==> src/rtl/dr_pkg.sv <==
`timescale 1ns / 1ps
`default_nettype none
// ----------------------------------------------------------------------------
// dr_pkg
// Shared types and constants for the descramble and redact byte stream core.
// ----------------------------------------------------------------------------
package dr_pkg;

    // Configuration register indexes
    localparam int          CFG_INDEX_W     = 3;
    localparam logic [2:0]  CFG_KEY         = 3'd0;
    localparam logic [2:0]  CFG_IDENT_LOW   = 3'd1;
    localparam logic [2:0]  CFG_IDENT_MID   = 3'd2;
    localparam logic [2:0]  CFG_IDENT_HIGH  = 3'd3;
    localparam logic [2:0]  CFG_IDENT_LEN   = 3'd4;

    // Window geometry
    localparam int          KEY_SPAN        = 6;
    localparam int          MARK_SPAN       = 12;
    localparam int          MARK_TAG_LEN    = 5;
    localparam int          IDENT_REG_BYTES = 20;
    localparam int          IDENT_LEN_W     = 5;

    // "src=P", first character in the lowest byte
    localparam logic [MARK_TAG_LEN*8-1:0] MARK_TAG = 40'h50_3d_63_72_73;

    // Character codes
    localparam logic [7:0]  MASK_CHAR       = 8'h58;    // 'X'
    localparam logic [7:0]  SPACE_CHAR      = 8'h20;
    localparam logic [7:0]  PRINT_LOW       = 8'h20;
    localparam logic [7:0]  PRINT_END       = 8'h7f;

    // Per-cell control handed from a window to each of its cells
    typedef struct packed {
        logic ins;      // take the incoming byte at this position
        logic shift;    // take the neighbor's value (head leaves the window)
        logic mask;     // overwrite with the mask character
    } dr_cell_ctl_t;

endpackage : dr_pkg
`default_nettype wire

==> src/rtl/dr_cell.sv <==
`timescale 1ns / 1ps
`default_nettype none
// ----------------------------------------------------------------------------
// dr_cell
// One byte position of a sliding window: insert, compare, mask and shift.
// ----------------------------------------------------------------------------
module dr_cell (
    input  wire logic                 aclk,
    input  wire dr_pkg::dr_cell_ctl_t ctl,
    input  wire logic [7:0]           new_byte,
    input  wire logic [7:0]           pattern,
    input  wire logic [7:0]           next_in,
    output logic      [7:0]           pm,
    output logic                      eq
);
    import dr_pkg::*;

    logic [7:0] w_reg;
    logic [7:0] w_next;
    logic [7:0] cur;

    // Value after insertion, compared and optionally masked
    always_comb begin
        cur    = ctl.ins ? new_byte : w_reg;
        eq     = (cur == pattern);
        pm     = ctl.mask ? MASK_CHAR : cur;
        w_next = ctl.shift ? next_in : pm;
    end

    // Hold the byte
    always_ff @(posedge aclk) begin
        w_reg <= w_next;
    end

endmodule : dr_cell
`default_nettype wire

==> src/rtl/dr_window.sv <==
`timescale 1ns / 1ps
`default_nettype none
// ----------------------------------------------------------------------------
// dr_window
// One masking pass: a row of byte cells filled from the head side, an input
// holding register and an output register. A byte leaves the head once the
// window reaches its span; at the end of a message the window is flushed.
// ----------------------------------------------------------------------------
module dr_window #(
    parameter int DEPTH  = 12,
    parameter int FILL_W = $clog2(DEPTH + 1)
) (
    input  wire logic                   aclk,
    input  wire logic                   aresetn,
    // Pass configuration
    input  wire logic [FILL_W-1:0]      span,
    input  wire logic [DEPTH-1:0]       cmp_en,
    input  wire logic [DEPTH-1:0]       mask_en,
    input  wire logic [DEPTH-1:0][7:0]  pattern,
    // Upstream
    input  wire logic                   in_valid,
    output logic                        in_ready,
    input  wire logic [7:0]             in_byte,
    input  wire logic                   in_last,
    // Downstream
    output logic                        out_valid,
    input  wire logic                   out_ready,
    output logic      [7:0]             out_byte,
    output logic                        out_last
);
    import dr_pkg::*;

    logic [FILL_W-1:0]  fill_reg, fill_next;
    logic               flush_reg, flush_next;
    logic               pend_v_reg, pend_v_next;
    logic [7:0]         pend_b_reg;
    logic               pend_l_reg;
    logic               out_v_reg, out_v_next;
    logic [7:0]         out_b_reg;
    logic               out_l_reg;

    logic               out_free;
    logic               can_push, push_emit, push_fire;
    logic               drain, drain_fire, flush_fire;
    logic               emit_fire, emit_last, cmp_on, hit;
    logic [FILL_W-1:0]  fill_after;

    dr_cell_ctl_t       ctl [DEPTH];
    logic [7:0]         pm  [DEPTH];
    logic [DEPTH-1:0]   eq;

    // Decide what the window does this cycle
    always_comb begin
        out_free   = !out_v_reg || out_ready;
        can_push   = pend_v_reg && !flush_reg && (fill_reg < span);
        push_emit  = ((fill_reg + FILL_W'(1)) == span);
        push_fire  = can_push && (!push_emit || out_free);
        drain      = pend_v_reg && !flush_reg && (fill_reg >= span);
        drain_fire = drain && out_free;
        flush_fire = flush_reg && out_free;
        emit_fire  = (push_fire && push_emit) || drain_fire || flush_fire;
        cmp_on     = (push_fire && push_emit) || drain_fire;
        hit        = cmp_on && (&(eq | ~cmp_en));
        fill_after = fill_reg + FILL_W'(push_fire) - FILL_W'(emit_fire);
        emit_last  = (push_fire && push_emit && pend_l_reg && (fill_reg == '0))
                   || (flush_fire && (fill_reg == FILL_W'(1)));
        in_ready   = !pend_v_reg || push_fire;
    end

    // Row of cells
    for (genvar j = 0; j < DEPTH; j++) begin : g_cell
        localparam logic [FILL_W-1:0] POS = FILL_W'(j);

        always_comb begin
            ctl[j].ins   = push_fire && (fill_reg == POS);
            ctl[j].shift = emit_fire;
            ctl[j].mask  = hit && mask_en[j];
        end

        dr_cell u_cell (
            .aclk     (aclk),
            .ctl      (ctl[j]),
            .new_byte (pend_b_reg),
            .pattern  (pattern[j]),
            .next_in  ((j + 1 < DEPTH) ? pm[(j + 1) % DEPTH] : pm[j]),
            .pm       (pm[j]),
            .eq       (eq[j])
        );
    end

    // Next control state
    always_comb begin
        fill_next  = fill_after;
        flush_next = flush_reg;
        if (flush_fire && (fill_reg == FILL_W'(1))) begin
            flush_next = 1'b0;
        end
        if (push_fire && pend_l_reg && (fill_after != '0)) begin
            flush_next = 1'b1;
        end
        pend_v_next = pend_v_reg;
        if (in_ready) begin
            pend_v_next = in_valid;
        end
        out_v_next = out_v_reg;
        if (emit_fire) begin
            out_v_next = 1'b1;
        end else if (out_ready) begin
            out_v_next = 1'b0;
        end
    end

    // Control registers
    always_ff @(posedge aclk) begin
        if (!aresetn) begin
            fill_reg   <= '0;
            flush_reg  <= 1'b0;
            pend_v_reg <= 1'b0;
            out_v_reg  <= 1'b0;
        end else begin
            fill_reg   <= fill_next;
            flush_reg  <= flush_next;
            pend_v_reg <= pend_v_next;
            out_v_reg  <= out_v_next;
        end
    end

    // Payload registers: load the holding stage on a transfer, the output on an emit
    always_ff @(posedge aclk) begin
        if (in_ready && in_valid) begin
            pend_b_reg <= in_byte;
            pend_l_reg <= in_last;
        end
        if (emit_fire) begin
            out_b_reg <= pm[0];
            out_l_reg <= emit_last;
        end
    end

    assign out_valid = out_v_reg;
    assign out_byte  = out_b_reg;
    assign out_last  = out_l_reg;

    // The window never holds its full depth at rest
    a_fill_bound: assert property (@(posedge aclk) disable iff (!aresetn)
        fill_reg < FILL_W'(DEPTH))
        else $error("window fill reached its depth");

    // A flush only runs while bytes remain
    a_flush_nonempty: assert property (@(posedge aclk) disable iff (!aresetn)
        flush_reg |-> (fill_reg != '0))
        else $error("flush active on an empty window");

    // Emitting the final byte of a message leaves the window empty
    a_last_empties: assert property (@(posedge aclk) disable iff (!aresetn)
        (emit_fire && emit_last) |=> ((fill_reg == '0) && !flush_reg))
        else $error("window not empty after final byte");

endmodule : dr_window
`default_nettype wire

==> src/rtl/descramble_and_redact_stream_core.sv <==
`timescale 1ns / 1ps
`default_nettype none
// ----------------------------------------------------------------------------
// descramble_and_redact_stream_core
// Descrambles a response byte stream with a 6-byte key and redacts it in
// three sliding-window passes plus a printable-character filter.
// ----------------------------------------------------------------------------
// Usage:
//   s_* channel: one scrambled byte per transfer, s_in_last on the final byte
//   of a message. m_* channel: one printable byte per transfer in the same
//   order, m_out_last on the final byte. cfg_* channel: register writes
//   (key, identifier bytes, identifier length), taken every cycle; write
//   them only between messages or while the stream is quiet.
//   Within a message throughput is one byte per cycle each way while m_ready
//   stays high. Each pass is a row of cells that moves one byte per cycle;
//   the windows hold up to 11, up to identifier length - 1 and up to 5 bytes,
//   so a byte leaves after those bytes have followed it. After the final byte
//   each pass flushes its window at one byte per cycle while its output is
//   free; the marker pass then takes at most one byte into its holding stage.
//   When m_ready is low the output register holds its byte and the stall
//   reaches s_ready once every stage register is occupied.
//   Reset clears the key position, window fills and registers; window
//   contents need no clearing.
// ----------------------------------------------------------------------------
module descramble_and_redact_stream_core #(
    parameter int IDENT_MAX_LENGTH = 20
) (
    input  wire logic                              aclk,
    input  wire logic                              aresetn,
    // Configuration
    input  wire logic                              cfg_valid,
    output logic                                   cfg_ready,
    input  wire logic [dr_pkg::CFG_INDEX_W-1:0]    cfg_index,
    input  wire logic [63:0]                       cfg_data,
    // Input stream
    input  wire logic                              s_valid,
    output logic                                   s_ready,
    input  wire logic [7:0]                        s_in_byte,
    input  wire logic                              s_in_last,
    // Output stream
    output logic                                   m_valid,
    input  wire logic                              m_ready,
    output logic      [6:0]                        m_out_byte,
    output logic                                   m_out_last
);
    import dr_pkg::*;

    localparam int IDENT_CAP = (IDENT_MAX_LENGTH < IDENT_REG_BYTES) ?
                               IDENT_MAX_LENGTH : IDENT_REG_BYTES;
    localparam int MARK_W    = $clog2(MARK_SPAN + 1);
    localparam int IDENT_W   = $clog2(IDENT_CAP + 1);
    localparam int KEY_W     = $clog2(KEY_SPAN + 1);

    localparam logic [MARK_SPAN-1:0][7:0] MARK_PAT =
        {{((MARK_SPAN - MARK_TAG_LEN) * 8){1'b0}}, MARK_TAG};
    localparam logic [MARK_SPAN-1:0] MARK_CMP  = MARK_SPAN'({MARK_TAG_LEN{1'b1}});
    localparam logic [MARK_SPAN-1:0] MARK_MASK = ~MARK_CMP;
    localparam logic [KEY_SPAN-1:0]  KEY_ALL   = '1;

    // Configuration registers
    logic [KEY_SPAN-1:0][7:0]   key_bytes_reg;
    logic [63:0]                ident_low_reg;
    logic [63:0]                ident_mid_reg;
    logic [31:0]                ident_high_reg;
    logic [IDENT_LEN_W-1:0]     ident_length_reg;

    logic [2:0]                 key_pos_reg, key_pos_next;

    logic [IDENT_REG_BYTES-1:0][7:0] ident_all;
    logic [IDENT_CAP-1:0][7:0]  ident_pat;
    logic [IDENT_CAP-1:0]       ident_cmp;
    logic [IDENT_LEN_W-1:0]     ident_act;
    logic [IDENT_W-1:0]         ident_span;

    logic [7:0]                 plain_byte;
    logic                       mk_valid, mk_ready, mk_last;
    logic [7:0]                 mk_byte;
    logic                       id_valid, id_ready, id_last;
    logic [7:0]                 id_byte;
    logic [7:0]                 ky_byte;

    // Write configuration registers
    assign cfg_ready = 1'b1;

    always_ff @(posedge aclk) begin
        if (!aresetn) begin
            key_bytes_reg    <= '0;
            ident_low_reg    <= '0;
            ident_mid_reg    <= '0;
            ident_high_reg   <= '0;
            ident_length_reg <= '0;
        end else if (cfg_valid && cfg_ready) begin
            case (cfg_index)
                CFG_KEY:        key_bytes_reg    <= cfg_data[KEY_SPAN*8-1:0];
                CFG_IDENT_LOW:  ident_low_reg    <= cfg_data;
                CFG_IDENT_MID:  ident_mid_reg    <= cfg_data;
                CFG_IDENT_HIGH: ident_high_reg   <= cfg_data[31:0];
                CFG_IDENT_LEN:  ident_length_reg <= cfg_data[IDENT_LEN_W-1:0];
                default: ;
            endcase
        end
    end

    // Descramble at the input transfer and advance the key position
    always_comb begin
        plain_byte   = s_in_byte ^ key_bytes_reg[key_pos_reg];
        key_pos_next = key_pos_reg;
        if (s_valid && s_ready) begin
            if (s_in_last || (key_pos_reg == 3'(KEY_SPAN - 1))) begin
                key_pos_next = '0;
            end else begin
                key_pos_next = key_pos_reg + 3'd1;
            end
        end
    end

    always_ff @(posedge aclk) begin
        if (!aresetn) begin
            key_pos_reg <= '0;
        end else begin
            key_pos_reg <= key_pos_next;
        end
    end

    // Identifier pass setup; an overlong length disables the pass
    always_comb begin
        ident_all = {ident_high_reg, ident_mid_reg, ident_low_reg};
        ident_pat = ident_all[IDENT_CAP-1:0];
        ident_act = (ident_length_reg <= IDENT_LEN_W'(IDENT_CAP)) ?
                    ident_length_reg : '0;
        for (int i = 0; i < IDENT_CAP; i++) begin
            ident_cmp[i] = (IDENT_LEN_W'(i) < ident_act);
        end
        ident_span = (ident_act == '0) ? IDENT_W'(1) : ident_act[IDENT_W-1:0];
    end

    // Pass one: marker window
    dr_window #(
        .DEPTH  (MARK_SPAN),
        .FILL_W (MARK_W)
    ) u_mark (
        .aclk      (aclk),
        .aresetn   (aresetn),
        .span      (MARK_W'(MARK_SPAN)),
        .cmp_en    (MARK_CMP),
        .mask_en   (MARK_MASK),
        .pattern   (MARK_PAT),
        .in_valid  (s_valid),
        .in_ready  (s_ready),
        .in_byte   (plain_byte),
        .in_last   (s_in_last),
        .out_valid (mk_valid),
        .out_ready (mk_ready),
        .out_byte  (mk_byte),
        .out_last  (mk_last)
    );

    // Pass two: identifier window
    dr_window #(
        .DEPTH  (IDENT_CAP),
        .FILL_W (IDENT_W)
    ) u_ident (
        .aclk      (aclk),
        .aresetn   (aresetn),
        .span      (ident_span),
        .cmp_en    (ident_cmp),
        .mask_en   (ident_cmp),
        .pattern   (ident_pat),
        .in_valid  (mk_valid),
        .in_ready  (mk_ready),
        .in_byte   (mk_byte),
        .in_last   (mk_last),
        .out_valid (id_valid),
        .out_ready (id_ready),
        .out_byte  (id_byte),
        .out_last  (id_last)
    );

    // Pass three: key window, its output register drives the result channel
    dr_window #(
        .DEPTH  (KEY_SPAN),
        .FILL_W (KEY_W)
    ) u_key (
        .aclk      (aclk),
        .aresetn   (aresetn),
        .span      (KEY_W'(KEY_SPAN)),
        .cmp_en    (KEY_ALL),
        .mask_en   (KEY_ALL),
        .pattern   (key_bytes_reg),
        .in_valid  (id_valid),
        .in_ready  (id_ready),
        .in_byte   (id_byte),
        .in_last   (id_last),
        .out_valid (m_valid),
        .out_ready (m_ready),
        .out_byte  (ky_byte),
        .out_last  (m_out_last)
    );

    // Pass four: replace non-printable bytes with a space
    always_comb begin
        if ((ky_byte < PRINT_LOW) || (ky_byte >= PRINT_END)) begin
            m_out_byte = SPACE_CHAR[6:0];
        end else begin
            m_out_byte = ky_byte[6:0];
        end
    end

endmodule : descramble_and_redact_stream_core
`default_nettype wire

==> config.mk <==
export PLATFORM = sky130hd
export DESIGN_NAME = descramble_and_redact_stream_core
export DESIGN_NICKNAME = d
export VERILOG_FILES = /design/src/rtl/dr_pkg.sv /design/src/rtl/dr_cell.sv /design/src/rtl/dr_window.sv /design/src/rtl/descramble_and_redact_stream_core.sv
export SDC_FILE = /design/constraint.sdc
export NUM_CORES = 1
export LEC_CHECK = 0
export BUFFER_PORTS_ARGS = -buffer_cell sky130_fd_sc_hd__buf_4
export CAP_MARGIN = 5
export CORE_MARGIN = 10
export CORE_UTILIZATION = 47
export DETAILED_ROUTE_END_ITERATION = 8
export GPL_TIMING_DRIVEN = 0
export SLEW_MARGIN = 10
export SYNTH_ARGS = -nofsm -noshare
export SYNTH_HDL_FRONTEND = slang
export SYNTH_HIERARCHICAL = 1
export SYNTH_SLANG_ARGS = --single-unit
==> constraint.sdc <==
create_clock -name aclk -period 10.38 [get_ports aclk]
set_input_delay 0.519 -clock aclk [delete_from_list [all_inputs] [get_ports aclk]]
set_output_delay 0.519 -clock aclk [all_outputs]
set_load 0.01 [all_outputs]
==> impl.org <==
** Critical path
- Cell count along the critical path :: 32
- STA classifies the critical path endpoint as a flip-flop.
- Data on the critical path arrives at its endpoint at around 7.8 ns.
- Among cell families on the critical path, the largest total delay comes from simple AND/OR/NAND/NOR gates.
- In this design, the stage delay of the slowest critical-path cell is ~0.51 ns.
- The setup path with the least slack is of type flip-flop to flip-flop.
- Biggest fanout along the worst timing path :: 10
- Counting both buffers and inverters, the worst setup path holds a total of 10.
- Worst setup SP type :: flip-flop
- At the worst endpoint, the required time is ~11 ns.
- The number of cells on the worst reg-to-reg path is 32.
- On the critical path, the stage with the largest delay is an instance of sky130_fd_sc_hd__nor3b_1.

** Clocking
- CTS clk-pin slew, worst paths :: approximately 0.060 ns
- TritonCTS clock tree :: yes
- CTS saw about 600 sinks.
- Clock tree synthesis selected as its root buffer the cell sky130_fd_sc_hd__clkbuf_16.
- The longest clock path from root to sink contains 3 buffers.
- Later-pin clock latency in the skew report :: ~0.6 ns
- The number of gates resized after CTS was 0.
- Buffers inserted to repair hold after CTS numbered 0.
- Num CTS Buffers :: 70
- Post-CTS timing repair inserted 0 buffers for setup.
- H-tree lvl count :: 3

** Placement
- Total placed cells including tap cells :: between 4000 and 5000
- Routability-driven placement finished with a final weighted congestion of 0.892.
- Cell area after placement :: 35000 sq um
- Port buffering added 90 buffers.
- At the placement stage, the worst setup path has a slack of between 3 and 4 ns.
- Estimated wirelength of the detail-placed design :: about 72000 um

** Synthesis
- The mapped netlist covers approximately 32000 sq um.
- The commonest cells after synthesis are 635 x sky130_fd_sc_hd__nand2_1, 541 x sky130_fd_sc_hd__dfxtp_1, 312 x sky130_fd_sc_hd__xor2_1.
- sky130_fd_sc_hd__dfxtp_1 takes more of the synthesized area than any other cell.
- The synthesized design contains 54 enable-type register cells.
- Async SR Flop Fraction :: 0%
- Synth Area per Inst :: around 9.4 sq um
- Count of state elements after synthesis :: ~600
- Dominant cell by count in the synthesized netlist :: sky130_fd_sc_hd__nand2_1
- Sequential cells were found to cover between 30% and 40% of the synthesized design area.
- Number of unique standard cell types used by synthesis :: 72
- The synthesized design devotes to its leading area cell type about a third of total area.
- After synthesis, the cell types taking the most area are sky130_fd_sc_hd__dfxtp_1 34%, sky130_fd_sc_hd__xor2_1 8.5%, sky130_fd_sc_hd__mux2i_2 8.1%.
- Synthesized netlist cell count :: between 3000 and 4000
- Yosys warning total :: 6
- In the synthesized netlist the dominant register cell turns out to be sky130_fd_sc_hd__dfxtp_1.

** Global routing
- Global routing usage summed across all routing layers :: a little under a quarter
- Entering global routing, the biggest net connects 26 pins.
- The number of global-route vias before repair came to ~24000.
- The total overflow left after global routing is 0.
- Initial antenna violation count :: 1
- Wire length of the first global-routing pass :: about 150000 um

** Timing
- Worst Skew :: roughly 0.02 ns
- At the pin with the least slew margin, the transition time is around 1.3 ns.
- The count of final max-slew check failures is 0.
- Setup violations remaining at the end of the flow were counted as 0.
- Final cycle utilization of the critical path :: 70.3%
- Headroom to the max-slew limit came out at about an eighth.
- Hold timing on the final database bottoms out at a slack of roughly 0.17 ns.
- The routed design could run at a clock period as short as 7.29 ns.
- Setup repair after global routing left no endpoint under its margin.
- Across all setup checks in the final design, the least slack found is about 3 ns.
- After routing, the total negative slack on setup checks comes to 0 ns.
- Hold Vio Cnt, Final :: 0
- Peak clock frequency supported by timing :: around 140 MHz

** Power
- Largest vdd supply drop :: ~0.00014 V
- The analysis attributes to cell leakage a power of about 14 nW.
- Overall power consumption after layout is estimated at roughly 8.5 mW.
- In this run the power density over the cells is roughly 230 nW/um^2.

** Floorplanning
- In this run the horizontal extent of the chip is roughly 280 um.
- From bottom edge to top edge, the die measures 282 um.
- Core Box Area :: between 60000 and 70000 sq um
- The initial utilization of the core area, before any placement, comes to approximately 48%.
- Die Footprint :: between 70000 and 80000 sq um
- In this run the core area contains 95 standard-cell rows.
- I/O pin count :: a little over 90

** Outcome
- Outcome :: finished clean

** Cells and area
- Post-Layout Inst Area :: between 30000 and 40000 sq um
- Number of standard cells in the layout, taps in and fillers out :: roughly 4700
- Fraction of the core area covered by cells at the end of the flow :: a little under three fifths
- The register with the most flip-flops in the layout has 160 of them.
- In the final layout, the share of cells above drive strength 1 is roughly 17%.
- Total Nets Final :: approximately 3900
- FILL cells :: approximately 6300
- Synth-to-layout area growth :: 15.7%

** Routing
- Dividing the detail-routed via count by the number of cells gives 5.29.
- The count of nets left with antenna violations once routing finished came out at 0.
- After the first detailed-routing iteration, the DRC count stood at between 1500 and 2000.
- For this block, the routed nets add up to about 95000 um of wire.
- First-pass DRT Iterations :: 5
- For this block, the via count after detailed routing is 24800.
- In the routed design, unresolved DRC markers number 0.
- Dividing the detail-routed wire length by the instance count gives around 20 um.

** Flow run
- # Max-Cap Violations :: 0

** Hold path
- Along the worst hold path, the cell count comes to 1.
- Worst min-delay path class :: input port to flip-flop
[logic make-up (layout without fill, tap and decap cells)]
| family | count (synthesis) | in the layout | share of synthesized area (%) |
|---|---|---|---|
| buffers and inverters | 279 | 510 | 4.46 |
| multiplexers | 439 | 439 | 16.6 |
| AND/OR/NAND/NOR | 1244 | 1244 | 17.7 |
| AO/OA/AOI/OAI | 498 | 498 | 11.5 |
| adder cells (fa/ha/maj) | 50 | 50 | 2.01 |
| other | 2 | 146 | 0.0233 |
| XOR/XNOR | 332 | 332 | 9.06 |
| flip-flops | 595 | 595 | 38.6 |
[metal layers]
metal,part of all wire [%],global-route usage (%),wire length (um),vias to the layer above
met5,0,0,0,-
met4,2.1,5.53,1970,0
met3,5.5,3.70,5270,121
met2,46,38.1,43400,592
met1,47,33.2,44700,11800
li1,-,-,-,12300
[power by group]
part	internal [mW]	switching, mW
logic	1.23	1.74
clock network	1.50	0.989
registers	2.82	0.261
[cell type report]
cell class / count / area, sq um / share of cell area, %
antenna: 1 / 2.50 / 0.00671
buffer: 206 / 1160 / 3.12
sequential: 595 / 12500 / 33.4
timing repair buffer: 109 / 1080 / 2.90
tap: 873 / 1090 / 2.93
clock inverter: 17 / 160 / 0.429
multi-input combinational: 2708 / 18900 / 50.7
inverter: 73 / 274 / 0.734
clock buffer: 105 / 2160 / 5.78
[layout by cell type, fill, tap and decap left out, types with 17 or more instances in the layout]
master and n:
sky130_fd_sc_hd__clkbuf_1 133, sky130_fd_sc_hd__clkbuf_8 19, sky130_fd_sc_hd__nor2b_1 18, sky130_fd_sc_hd__ha_1 47
sky130_fd_sc_hd__o21ai_0 19, sky130_fd_sc_hd__nand2b_1 130, sky130_fd_sc_hd__and2_1 40, sky130_fd_sc_hd__clkbuf_16 74
sky130_fd_sc_hd__conb_1 145, sky130_fd_sc_hd__and3_1 24, sky130_fd_sc_hd__buf_2 37, sky130_fd_sc_hd__nor2_1 240
sky130_fd_sc_hd__dfxtp_1 541, sky130_fd_sc_hd__buf_6 45, sky130_fd_sc_hd__mux2i_2 190, sky130_fd_sc_hd__xor2_1 312
sky130_fd_sc_hd__nand4_1 82, sky130_fd_sc_hd__mux2_2 122, sky130_fd_sc_hd__inv_1 72, sky130_fd_sc_hd__nand2_1 635
sky130_fd_sc_hd__a21boi_1 48, sky130_fd_sc_hd__buf_4 96, sky130_fd_sc_hd__edfxtp_1 54, sky130_fd_sc_hd__xnor2_1 19
sky130_fd_sc_hd__a21boi_0 165, sky130_fd_sc_hd__a21oi_1 17, sky130_fd_sc_hd__mux2i_1 119, sky130_fd_sc_hd__o31ai_1 192
[path summary, 6_finish.rpt]
check | end | startpoint | slack, ns
hold / removal | u_mark/pend_l_reg | s_in_last | 0.17
hold reg to reg | u_ident/pend_b_reg[3] | u_mark/out_byte[3] | 0.42
setup reg to reg | u_mark/g_cell[8].u_cell/w_reg[1] | ident_length_reg[0] | 3.09
setup / recovery | u_mark/g_cell[8].u_cell/w_reg[1] | ident_length_reg[0] | 3.09
(Power assumes the default switching activity.)
